File: src/rtl/cpt_pkg.sv
`timescale 1ns / 1ps
// cpt_pkg: shared widths, report codes, datapath commands and status for the
// child/parent table. No dependencies.
package cpt_pkg;

  localparam int TableDepthDefault = 16;
  localparam int AddrW             = 64;
  localparam int KindW             = 3;
  localparam int SlotW             = 4;
  localparam int TickW             = 4;
  localparam logic [TickW-1:0] LimitReset = 4'd3;
  localparam logic [TickW-1:0] TickMax    = 4'd15;

  typedef enum logic [KindW-1:0] {
    KIND_UPDATED   = 3'd0,
    KIND_ADDED     = 3'd1,
    KIND_DROPPED   = 3'd2,
    KIND_CONNECTED = 3'd3,
    KIND_REMOVED   = 3'd4
  } kind_e;

  // Commands from the controller to the datapath.
  typedef enum logic [3:0] {
    DP_NONE,
    DP_LOAD,
    DP_READ_IDX,
    DP_READ_LAST,
    DP_NEXT,
    DP_HIT,
    DP_APPEND,
    DP_DROP,
    DP_CONNECT,
    DP_REMOVE,
    DP_MOVE
  } dp_op_e;

  typedef struct packed {
    logic item_tick;  // latched beat is a tick
    logic empty;      // no entries
    logic full;       // no room to append
    logic hit;        // read entry matches the sender
    logic at_end;     // walk index is the last entry
    logic expired;    // read entry reached the miss limit
    logic out_free;   // output register can take a beat
  } dp_status_t;

endpackage

File: src/rtl/cpt_ctrl.sv
`timescale 1ns / 1ps
// cpt_ctrl: sequencer for search, append or drop, and aging walk.
// Depends on cpt_pkg; drives the datapath through dp_op_e.
module cpt_ctrl import cpt_pkg::*; (
  input  logic       clk_i,
  input  logic       rst_ni,
  input  logic       in_valid_i,
  output logic       in_ready_o,
  input  dp_status_t status_i,
  output dp_op_e     op_o
);

  typedef enum logic [8:0] {
    ST_IDLE      = 9'b0_0000_0001,
    ST_DISPATCH  = 9'b0_0000_0010,
    ST_SRCH_RD   = 9'b0_0000_0100,
    ST_SRCH_CMP  = 9'b0_0000_1000,
    ST_MISS      = 9'b0_0001_0000,
    ST_WALK_RD   = 9'b0_0010_0000,
    ST_WALK_EVAL = 9'b0_0100_0000,
    ST_MOVE_RD   = 9'b0_1000_0000,
    ST_MOVE_WR   = 9'b1_0000_0000
  } state_e;

  state_e state_q, state_d;

  assign in_ready_o = (state_q == ST_IDLE);

  always_comb begin
    state_d = state_q;
    op_o    = DP_NONE;
    case (state_q)
      ST_IDLE: begin
        if (in_valid_i) begin
          op_o    = DP_LOAD;
          state_d = ST_DISPATCH;
        end
      end
      ST_DISPATCH: begin
        if (status_i.item_tick) begin
          state_d = status_i.empty ? ST_IDLE : ST_WALK_RD;
        end else begin
          state_d = status_i.empty ? ST_MISS : ST_SRCH_RD;
        end
      end
      ST_SRCH_RD: begin
        op_o    = DP_READ_IDX;
        state_d = ST_SRCH_CMP;
      end
      ST_SRCH_CMP: begin
        if (status_i.hit) begin
          if (status_i.out_free) begin
            op_o    = DP_HIT;
            state_d = ST_IDLE;
          end
        end else if (status_i.at_end) begin
          state_d = ST_MISS;
        end else begin
          op_o    = DP_NEXT;
          state_d = ST_SRCH_RD;
        end
      end
      ST_MISS: begin
        if (status_i.out_free) begin
          op_o    = status_i.full ? DP_DROP : DP_APPEND;
          state_d = ST_IDLE;
        end
      end
      ST_WALK_RD: begin
        op_o    = DP_READ_IDX;
        state_d = ST_WALK_EVAL;
      end
      ST_WALK_EVAL: begin
        if (status_i.out_free) begin
          if (status_i.expired) begin
            op_o    = DP_REMOVE;
            state_d = ST_MOVE_RD;
          end else begin
            op_o    = DP_CONNECT;
            state_d = status_i.at_end ? ST_IDLE : ST_WALK_RD;
          end
        end
      end
      ST_MOVE_RD: begin
        op_o    = DP_READ_LAST;
        state_d = ST_MOVE_WR;
      end
      ST_MOVE_WR: begin
        // last entry lands in the freed slot; the slot is walked again
        op_o    = DP_MOVE;
        state_d = status_i.at_end ? ST_IDLE : ST_WALK_RD;
      end
      default: begin
        state_d = ST_IDLE;
      end
    endcase
  end

  always_ff @(posedge clk_i or negedge rst_ni) begin
    if (!rst_ni) begin
      state_q <= ST_IDLE;
    end else begin
      state_q <= state_d;
    end
  end

endmodule

File: config.mk
export PLATFORM = sky130hd
export DESIGN_NAME = cpt_ctrl
export DESIGN_NICKNAME = d
export VERILOG_FILES = /design/src/rtl/cpt_pkg.sv /design/src/rtl/cpt_ctrl.sv
export SDC_FILE = /design/constraint.sdc
export NUM_CORES = 1
export LEC_CHECK = 0
export BUFFER_PORTS_ARGS = -buffer_cell sky130_fd_sc_hd__buf_2
export CAP_MARGIN = 20
export CORE_MARGIN = 2
export CORE_UTILIZATION = 30
export DETAILED_ROUTE_END_ITERATION = 12
export PLACE_DENSITY_LB_ADDON = 0.2
export RECOVER_POWER = 50
export SKIP_LAST_GASP = 1
export SYNTH_ARGS = -nofsm -noshare
export SYNTH_HDL_FRONTEND = slang
export SYNTH_SLANG_ARGS = --single-unit
export TNS_END_PERCENT = 5
File: constraint.sdc
create_clock -name clk_i -period 2.3 [get_ports clk_i]
set_input_delay 0.115 -clock clk_i [delete_from_list [all_inputs] [get_ports clk_i]]
set_output_delay 0.115 -clock clk_i [all_outputs]
set_load 0.02 [all_outputs]
==> flow_metrics.tcl <==
set metrics [dict create \
    first_pass_iters 4 \
    period_needed_ns 2.203 \
    critPathBufInv 1 \
    vias 952 \
    wirelength_um 2516 \
    crit_chain "or4_4, nor4_4, a211o_1, a221o_1, buf_2" \
    regToRegStartpoint "state_q[5]" \
    required_ns 2.18 \
    hp-class "in -> reg" \
    largest_reg_flops 9 \
    core_area_um2 2734 \
    num_antenna_cells 0 \
    cts_max_path_buffers 2 \
    rsz0062_at_grt "no" \
    yosysMostFrequentCell "nand2_1" \
    crit_type "reg -> out" \
    synth_nets 116 \
    ios 15 \
    clkTransAtPathRegs_ns 0.07 \
    synth_top_area_cell "dfrtp_1" \
    ir_worst_vdd_v 0.0006040 \
    p_comb_share_pct 46.3 \
    placed_area_um2 932.1 \
    period_share_pct 95.79 \
    leakage_nw 0.4186 \
    sw_frac_of_total_pct 44.80 \
    place_congestion 0.8576 \
    p_int_w 0.0003937 \
    yosys-top-cells-count "9 x nand2_1, 8 x buf_2, 8 x dfrtp_1" \
    fillCellCount 298 \
    clock_latency_ns 0.27 \
    reg_top3 "state_q (9)" \
    start_kind "flip-flop" \
    crit_cells 5 \
    critPathArrivalTime_ns 2.09 \
    ant_nets 0 \
    yosys_warnings 0 \
    regMostFlops "state_q" \
    max_freq_mhz 453.9 \
    yosys-top-cells-area "dfrtp_1 23%, buf_2 4.7%, nand4b_1 4.1%" \
    yosys.cell_types.count 45 \
    drive_above_1_share_pct 24.79 \
    slowest_delay_ns 0.61 \
    crit_family "simple AND/OR/NAND/NOR gates" \
    vias_per_cell 6.432 \
    die_area_um2 3310 \
    p_per_area_nw_per_um2 723.5 \
    dieWidth_um 57.53 \
    synth_ff_type "dfrtp_1" \
    worstHoldPathCells 2 \
    ys_ff_latch 9 \
    antenna_found_initial 0 \
    cts_tree "built" \
    maxCapViolCount 0 \
    maxSlewViolCount 0 \
    setup_viol_count_final 0 \
    dpl.hpwl_um 1831 \
    stdcell_area_um2 985.9 \
    root_buffer "clkbuf_4" \
    synth_edf_count 0 \
    drt_iter0_markers 65 \
    syn_inst 106 \
    std_cell_rows 19 \
    portBuffers 14 \
    grt_pass1_vias 829 \
    slew_headroom_pct 62.82 \
    slowest_stage "or4_4" \
    p_clk_share_pct 18.4 \
    endpoint_kind "output port" \
    status "completed" \
    worst-r2r-cell-count 4 \
    cts_made_buffers 3 \
    power_frac_seq_pct 35.3 \
    die_y_um 57.53 \
    syn_to_final_growth_pct 14.70 \
    cts.sinks 9 \
    wire_per_inst_um 17.00 \
    grt_max_degree 15 \
    setup-tns-final_ns 0 \
    reg2reg_slack_ns 0.45 \
    syn_avg_cell_area_um2 8.109 \
    reg2reg_to "state_q[5]" \
    grt-ovfl-total 0 \
    groute.usage.overall_pct 15.93 \
    fin_skew_ns 0.0004827 \
    ys_seq_area_share_pct 26.35 \
    whs_endpoint "state_q[2]" \
    syn_area_um2 859.6 \
    switchingPower_w 0.0003196 \
    yosys.area.top_type_share_pct 23.29 \
    synthArstFlopShare_pct 100.0 \
    holdCritStartpoint "status_i[6]" \
    worstMarginPinSlew_ns 0.5578 \
    post_cts_buffers 0 \
    htree_levels 1 \
    hold_viol_final 0 \
    initial_core_util_pct 31.44 \
    grt_pass1_wl_um 4043 \
    drc 0 \
    finalNetCount 128 \
    path_max_fanout 12 \
]
[through the flow]
| stage | hold slack (ns) | cells | utilization, % | worst slack [ns] | total power, W |
|---|---|---|---|---|---|
| 2_1_floorplan | -0.1806 | 106 | - | 0.4317 | 0.0004836 |
| 3_3_place_gp | -0.01312 | 143 | 34.10 | 0.3341 | 0.0005703 |
| 3_5_place_dp | -0.009125 | 143 | 34.10 | 0.3776 | 0.0005652 |
| 4_1_cts | 0.05397 | 148 | 35.42 | 0.07028 | 0.0006985 |
| 5_1_grt | 0.06710 | 148 | 36.06 | 0.009879 | 0.0007628 |
| 6_report | 0.06087 | 148 | 36.06 | 0.09677 | 0.0007133 |
[worst max path at each step]
| stage | from | to | slack [ns] |
|---|---|---|---|
| finish | state_q[5] | op_o[0] | 0.1 |
| global placement | state_q[8] | op_o[0] | 0.33 |
| detailed placement | state_q[5] | op_o[0] | 0.38 |
| floorplan | state_q[5] | op_o[0] | 0.43 |
| CTS | state_q[5] | op_o[0] | 0.07 |
| global route | state_q[5] | op_o[0] | 0.01 |
[power groups by stage]
stage | logic [W] | registers (W) | clock network [W]
2_1_floorplan | 0.000290 | 0.000194 | 0
3_3_place_gp | 0.000321 | 0.000249 | 0
3_5_place_dp | 0.000314 | 0.000251 | 0
4_1_cts | 0.000317 | 0.000248 | 0.000133
5_1_grt | 0.000365 | 0.000256 | 0.000141
6_report | 0.000330 | 0.000252 | 0.000131
[placed cells by master (no fill, tap or decap), types with 2 or more instances in the layout]
| master | instances |
|---|---|
| a211oi_1 | 3 |
| a21oi_1 | 2 |
| buf_2 | 13 |
| buf_4 | 2 |
| clkbuf_1 | 2 |
| clkbuf_4 | 3 |
| dfrtp_1 | 5 |
| dfrtp_2 | 3 |
| inv_1 | 3 |
| nand2_1 | 9 |
| nand3_1 | 3 |
| nand4b_1 | 4 |
| nor2_1 | 5 |
| nor2b_1 | 5 |
| nor3_1 | 7 |
| nor4_1 | 3 |
| nor4_4 | 2 |
| nor4b_1 | 2 |
| o2111ai_1 | 2 |
| o211ai_1 | 2 |
| o21ai_0 | 4 |
| o21ai_1 | 2 |
| o31ai_1 | 2 |
| or3_1 | 4 |
| xor2_1 | 2 |
[metal layers]
metal	vias to the layer above	wire length [um]	GRT usage, %
li1	427	-	-
met1	461	1196	23.92
met2	56	1094	21.59
met3	8	176	2.721
met4	0	49	7.973
met5	-	0	0
[what timing repair did]
item / in CTS / in global routing
resized for setup: 0 / 5
hold buffers: 1 / 0
setup endpoints to repair: 0 / 2
hold endpoints to repair: 9 / 0
[kinds of logic (layout without fill, tap and decap cells)]
kind of cell	after synthesis	after routing	share of synthesized area (%)
and+or+nand+nor	58	58	44.11
AOI/OAI and AO/OA	22	22	18.05
buffers and inverters	13	24	7.278
DFF	9	9	26.35
xor gates and xnor gates	3	3	3.057
muxes	1	1	1.165
[cell type report]
type | instances | area (um^2) | share of cell area [%]
multi-input cells | 84 | 585.6 | 59.39
well taps | 31 | 38.79 | 3.934
clock buffers | 4 | 26.28 | 2.665
repair buffers | 17 | 93.84 | 9.518
inverters | 3 | 11.26 | 1.142
flip-flops and latches | 9 | 230.2 | 23.35
No activity file was read; power rests on OpenSTA's default activity.
